==> src/rtl/c3f_pkg.sv <==
package c3f_pkg;

    // Sizes of the line store and of the arithmetic.
    localparam int MAX_WIDTH      = 1024;
    localparam int COEF_FRAC_BITS = 8;
    localparam int ADDR_W         = $clog2(MAX_WIDTH);
    localparam int WEFF_W         = $clog2(MAX_WIDTH + 1);
    localparam int NCH            = 3;
    localparam int NCELL          = 3;
    localparam int COEF_W         = 12;
    localparam int PROD_W         = 21;
    localparam int PSUM_W         = 22;
    localparam int SUM_W          = 24;
    localparam int CFG_W          = 36;
    localparam int BIAS_W         = 9;
    localparam int WIDTH_W        = 11;
    localparam int ROW_W          = 12;
    localparam int OUT_COL_W      = 10;
    localparam int PIX_MAX        = 255;
    localparam int MIN_DIM        = 3;

    // Register reset values: identity kernel, full-size frame.
    localparam logic [CFG_W-1:0]   COEF_TOP_RST = 36'h0_0000_0000;
    localparam logic [CFG_W-1:0]   COEF_MID_RST = 36'h0_0010_0000;
    localparam logic [CFG_W-1:0]   COEF_BOT_RST = 36'h0_0000_0000;
    localparam logic [WIDTH_W-1:0] WIDTH_RST    = 11'd1024;
    localparam logic [ROW_W-1:0]   HEIGHT_RST   = 12'd768;

    typedef enum logic [2:0] {
        CFG_COEF_TOP,
        CFG_COEF_MID,
        CFG_COEF_BOT,
        CFG_BIAS,
        CFG_MODE,
        CFG_WIDTH,
        CFG_HEIGHT
    } cfg_idx_t;

    typedef logic [7:0] chan_t;

    // Channel 0 is gray or red, 1 green, 2 blue.
    typedef chan_t [NCH-1:0] pix_t;

    // One column of the 3x3 window.
    typedef struct packed {
        pix_t top;
        pix_t mid;
        pix_t bot;
    } column_t;

    typedef logic signed [COEF_W-1:0] coef_t;

    // The three coefficients of one kernel column.
    typedef struct packed {
        coef_t top;
        coef_t mid;
        coef_t bot;
    } coef_col_t;

    typedef logic signed [PSUM_W-1:0] psum_t;

    // One line store entry: the row two above and the row above.
    typedef struct packed {
        pix_t older;
        pix_t newer;
    } lb_word_t;

    typedef struct packed {
        logic              rd_en;
        logic [ADDR_W-1:0] rd_addr;
        logic              wr_en;
        logic [ADDR_W-1:0] wr_addr;
    } lb_ctrl_t;

    typedef struct packed {
        chan_t chan_a;
        chan_t chan_b;
        chan_t chan_c;
        logic  frame_start;
    } pix_in_t;

    typedef struct packed {
        chan_t                out_a;
        chan_t                out_b;
        chan_t                out_c;
        logic [OUT_COL_W-1:0] out_col;
        logic [ROW_W-1:0]     out_row;
    } res_t;

endpackage

==> src/rtl/c3f_win_cell.sv <==
module c3f_win_cell
    import c3f_pkg::*;
(
    input  logic      clk,
    input  logic      rst_n,
    input  logic      shift,
    input  column_t   col_in,
    output column_t   col_out,
    input  coef_col_t coef,
    input  logic      load,
    output psum_t     psum [NCH]
);

    column_t col_reg;
    psum_t   psum_reg  [NCH];
    psum_t   psum_next [NCH];

    // The window column moves one cell to the left with every pixel.
    always_ff @(posedge clk or negedge rst_n)
    begin
        if (!rst_n)
        begin
            col_reg <= '0;
        end
        else if (shift)
        begin
            col_reg <= col_in;
        end
    end

    // Three taps of this column, summed per channel.
    always_comb
    begin
        logic signed [PROD_W-1:0] p_top;
        logic signed [PROD_W-1:0] p_mid;
        logic signed [PROD_W-1:0] p_bot;
        for (int ch = 0; ch < NCH; ch++)
        begin
            p_top = PROD_W'($signed({1'b0, col_reg.top[ch]})) * PROD_W'(coef.top);
            p_mid = PROD_W'($signed({1'b0, col_reg.mid[ch]})) * PROD_W'(coef.mid);
            p_bot = PROD_W'($signed({1'b0, col_reg.bot[ch]})) * PROD_W'(coef.bot);
            psum_next[ch] = PSUM_W'(p_top) + PSUM_W'(p_mid) + PSUM_W'(p_bot);
        end
    end

    always_ff @(posedge clk)
    begin
        if (load)
        begin
            psum_reg <= psum_next;
        end
    end

    assign col_out = col_reg;
    assign psum    = psum_reg;

endmodule

==> config.mk <==
export PLATFORM = sky130hd
export DESIGN_NAME = c3f_win_cell
export DESIGN_NICKNAME = d
export VERILOG_FILES = /design/src/rtl/c3f_pkg.sv /design/src/rtl/c3f_win_cell.sv
export SDC_FILE = /design/constraint.sdc
export NUM_CORES = 2
export LEC_CHECK = 0
export BUFFER_PORTS_ARGS = -buffer_cell sky130_fd_sc_hd__buf_4
export CORE_UTILIZATION = 45
export DETAILED_ROUTE_END_ITERATION = 16
export PLACE_DENSITY_LB_ADDON = 0.15
export SYNTH_ARGS = -nofsm -noshare
export SYNTH_HDL_FRONTEND = slang
export SYNTH_SLANG_ARGS = --single-unit
export TNS_END_PERCENT = 50
==> constraint.sdc <==
create_clock -name clk -period 8.1 [get_ports clk]
set_clock_uncertainty 0.2 [all_clocks]
set_input_delay 0.81 -clock clk [delete_from_list [all_inputs] [get_ports clk]]
set_output_delay 0.81 -clock clk [all_outputs]
set_load 0.1 [all_outputs]
---- Word level (Yosys, flattened, before mapping) ----
Cells that the tools add are included.
operators by class
  $mul .................................... 9
  $add $sub $neg .......................... 6
operators with widths
  kind            number
  $mul 9x12->21   9
  $add 21x21->22  3
  $add 22x21->22  3
word-level totals
  bits in registers ....................... 138
  output and inout bits ................... 138
  word-level logic and storage cells ...... 27

---- Depth between registers and ports, before layout ----
  depth in word-level cells ............... 3
  gate-level depth with buffers ........... 24

---- Worst setup path before layout ----
OpenSTA, ideal clock, no wires.
  path kind ............................... register to register
  from .................................... register col_reg, in the netlist col_out[67]
  to ...................................... register psum_reg, in the netlist psum[18] (data pin)
  clock period less this slack ............ 7.033 ns
  arrival ................................. 6.575 ns
  stages on the path, launching flop included .. 21
  path buffers ............................ 1
  slack ................................... 1.067 ns
  cell sequence ........................... dfrtp_1 > clkbuf_1 > nand2_1 > fa_1 > fa_1 > fa_1 > fa_1 > inv_1 > fa_1 > fa_1 > inv_1 > fa_1 > inv_1 > ha_1 > a21oi_1 > o211ai_1 > a31oi_1 > nor2b_1 > o221a_2 > o41a_1 > xor2_1
RTL lines
  element                 RTL line            RTL
  start, declared         c3f_win_cell.sv:14  column_t col_reg;
  start signal, assigned  c3f_win_cell.sv:27  col_reg <= col_in;
  end signal, assigned    c3f_win_cell.sv:50  psum_reg <= psum_next;
  end, declared           c3f_win_cell.sv:15  psum_t psum_reg [NCH];

==> results.sh <==
export IMPL_cts_path_max_buffers=2
export IMPL_crit_type="flip-flop to flip-flop"
export IMPL_dr_pass1_iters=5
export IMPL_n_fill_cell=8010
export IMPL_largest_reg_flops=72
export IMPL_die_area_mm2=0.0867
export IMPL_worstPathRequired_ns=8.12
export IMPL_drv_cap=0
export IMPL_synth_top_area_frac=0.479
export IMPL_antenna_found_initial=7
export IMPL_r2r_slack_ns=0.70
export IMPL_area_delta_synth_final_pct=8.86
export IMPL_synth_edff_count=66
export IMPL_fp_dieH_um=295
export IMPL_critPathCaptureType="flip-flop"
export IMPL_grt_pass1_vias=26462
export IMPL_hpwl_um=76000
export IMPL_finalInstanceArea_mm2=0.0419
export IMPL_status="finished clean"
export IMPL_rr_worst_depth=19
export IMPL_first_iter_violations=1291
export IMPL_post_synth_inst_count=3962
export IMPL_num_rows=106
export IMPL_post_cts_setup_buffer_count=0
export IMPL_crit_path_start="col_out[67]"
export IMPL_grt_max_degree=45
export IMPL_viasPerCell=4.83
export IMPL_cts_buffers=17
export IMPL_gp_congestion=0.839
export IMPL_wl_per_cell_um=17.7
export IMPL_cts_tree="yes"
export IMPL_fmax_ghz=0.135
export IMPL_die_x_um=295
export IMPL_syn_nets=5310
export IMPL_finalSetupTns_ns=0
export IMPL_seq_area_frac_synth=0.0983
export IMPL_io_pins=250
export IMPL_wl_um=92800
export IMPL_drive_gt1_frac=0.0924
export IMPL_tightestPinTransition_ns=0.833
export IMPL_cp_data_arrival_time_ns=7.43
export IMPL_cts_hold_buffers=0
export IMPL_coreArea_mm2=0.0842
export IMPL_ys_top_cells_by_area="fa_1, inv_1, ha_1"
export IMPL_synth_main_ff_cell="dfrtp_1"
export IMPL_yosys_warnings=0
export IMPL_reg2reg_from="col_out[67]"
export IMPL_max_slew_margin_rel=0.445
export IMPL_ant_nets=0
export IMPL_cts_root_buf="clkbuf_16"
export IMPL_hold_path_class="input pin to asynchronous set/reset pin"
export IMPL_slew_violations=0
export IMPL_cts_max_level=4
export IMPL_cp_start_kind="flip-flop"
export IMPL_synth_seq_cells=138
export IMPL_grt_overflow=0
export IMPL_synth_largest_area_cell="fa_1"
export IMPL_finalHoldViolCount=0
export IMPL_cts_num_sinks=138
export IMPL_syn_area_per_cell_um2=9.72
export IMPL_rsz0062_at_grt="no"
export IMPL_grt_pass1_wl_um=150000
export IMPL_grt_usage=0.229
export IMPL_num_nets_final=5438
export IMPL_synth_distinct_cells=56
export IMPL_syn_area_mm2=0.0385
export IMPL_finalCriticalPeriod_ns=7.40
export IMPL_path_max_fanout=14
export IMPL_io_buffers=249
export IMPL_reg2reg_to="psum[20]"
export IMPL_vias=25323
export IMPL_fin_crit_sh=0.914
export IMPL_clkTransAtPathRegs_ns=0.10
export IMPL_cp_endpoint="psum[20]"
export IMPL_finalSetupViolations=0
export IMPL_initial_utilization=0.457
export IMPL_cts_resized=0
export IMPL_drc=0
export IMPL_clk_latency_ns=0.53
export IMPL_synthArstFlopShare=0.522
export IMPL_place_area_mm2=0.0413
-- cells in the mapped netlist, drive strengths merged (3+ instances only) --
| master | instances |
|---|---|
| a211oi | 8 |
| a21o | 14 |
| a21oi | 36 |
| a31oi | 4 |
| and2 | 450 |
| and3 | 3 |
| buf | 6 |
| clkbuf | 146 |
| dfrtp | 72 |
| edfxtp | 66 |
| fa | 921 |
| ha | 315 |
| inv | 1185 |
| mux2 | 72 |
| nand2 | 435 |
| nand2b | 6 |
| nand3 | 4 |
| nand4 | 4 |
| nor2 | 35 |
| nor2b | 5 |
| nor3 | 9 |
| o21a | 14 |
| o21ai | 24 |
| o21bai | 6 |
| o31ai | 3 |
| or3 | 3 |
| xnor2 | 71 |
| xor2 | 17 |
-- per-stage QoR --
stage | utilization | setup WS, ns | hold WS [ns] | std cells
2_1_floorplan | - | 1.07 | 0.314 | 3962
3_3_place_gp | 0.490 | 0.579 | 0.500 | 5205
3_5_place_dp | 0.490 | 0.448 | 0.515 | 5205
4_1_cts | 0.498 | 0.774 | 0.0100 | 5237
5_1_grt | 0.498 | 0.367 | 0.0463 | 5238
6_report | 0.498 | 0.697 | 0.0358 | 5239
-- cells in the final DEF (no fill, tap or decap), types with 9 or more instances in the layout --
cell and instances:
a21oi_1 35, ha_1 315, clkbuf_16 17, fa_1 921, inv_1 1185, buf_4 261
dfrtp_1 72, nor3_1 9, o21a_1 14, a21o_1 13, nand2_1 435, o21ai_1 9
xnor2_1 71, mux2_2 72, edfxtp_1 66, and2_1 450, xor2_1 17, o21ai_0 14
nor2_1 35
-- critical path, cell delays in order, from the launching register on --
cell and delay (ns):
dfrtp_1 0.82, nand2_1 0.17, fa_1 0.54, fa_1 0.53, fa_1 0.47, fa_1 0.54, inv_1 0.05, fa_1 0.49
fa_1 0.49, inv_1 0.05, fa_1 0.47, inv_1 0.04, ha_1 0.32, a21oi_1 0.32, o211ai_1 0.24, a31oi_1 0.31
o21ai_1 0.16, nor3_1 0.49, o31ai_1 0.18, xor2_1 0.21
-- layout make-up --
type,instances,area [µm²],share of cell area
clock inverters,15,171,0.00409
repair buffers,261,1960,0.0468
flip-flops and latches,138,3780,0.0903
clock buffers,17,425,0.0102
well taps,1134,1420,0.0339
multi-input cells,2487,29700,0.709
inverters,1185,4450,0.106
diodes,2,5.00,0.000119
-- how the worst min path moves through the flow --
stage                 from          end  slack, ns  cells past startpoint
6_report             rst_n  col_out[47]       0.04                      1
2_1_floorplan        rst_n   col_out[0]       0.31                      0
3_5_place_dp   col_out[19]  col_out[19]       0.51                      1
5_1_grt              rst_n  col_out[47]       0.05                      1
3_3_place_gp   col_out[19]  col_out[19]       0.50                      1
4_1_cts              rst_n  col_out[47]       0.01                      1
-- cells by family (layout without fill, tap and decap cells) --
family | Yosys count | count (layout) | synth area share
other | 0 | 2 | 0
and+or+nand+nor | 962 | 962 | 0.126
xor gates and xnor gates | 88 | 88 | 0.0200
buffers and inverters | 1337 | 1478 | 0.130
muxes | 72 | 72 | 0.0211
AOI/OAI and AO/OA | 129 | 129 | 0.0234
DFF | 138 | 138 | 0.0983
adders and majority gates | 1236 | 1236 | 0.581
-- routing by layer --
layer / vias to the layer above / track usage / wire [µm]
li1: 11541 / - / -
met5: - / 0 / 80
met1: 13066 / 0.350 / 44000
met3: 66 / 0.0330 / 5390
met4: 10 / 0.0539 / 1700
met2: 640 / 0.343 / 41600
Power is left out: the tool's default activity adds up to more than one toggle a clock period on the data nets, which glitch-free logic cannot reach.
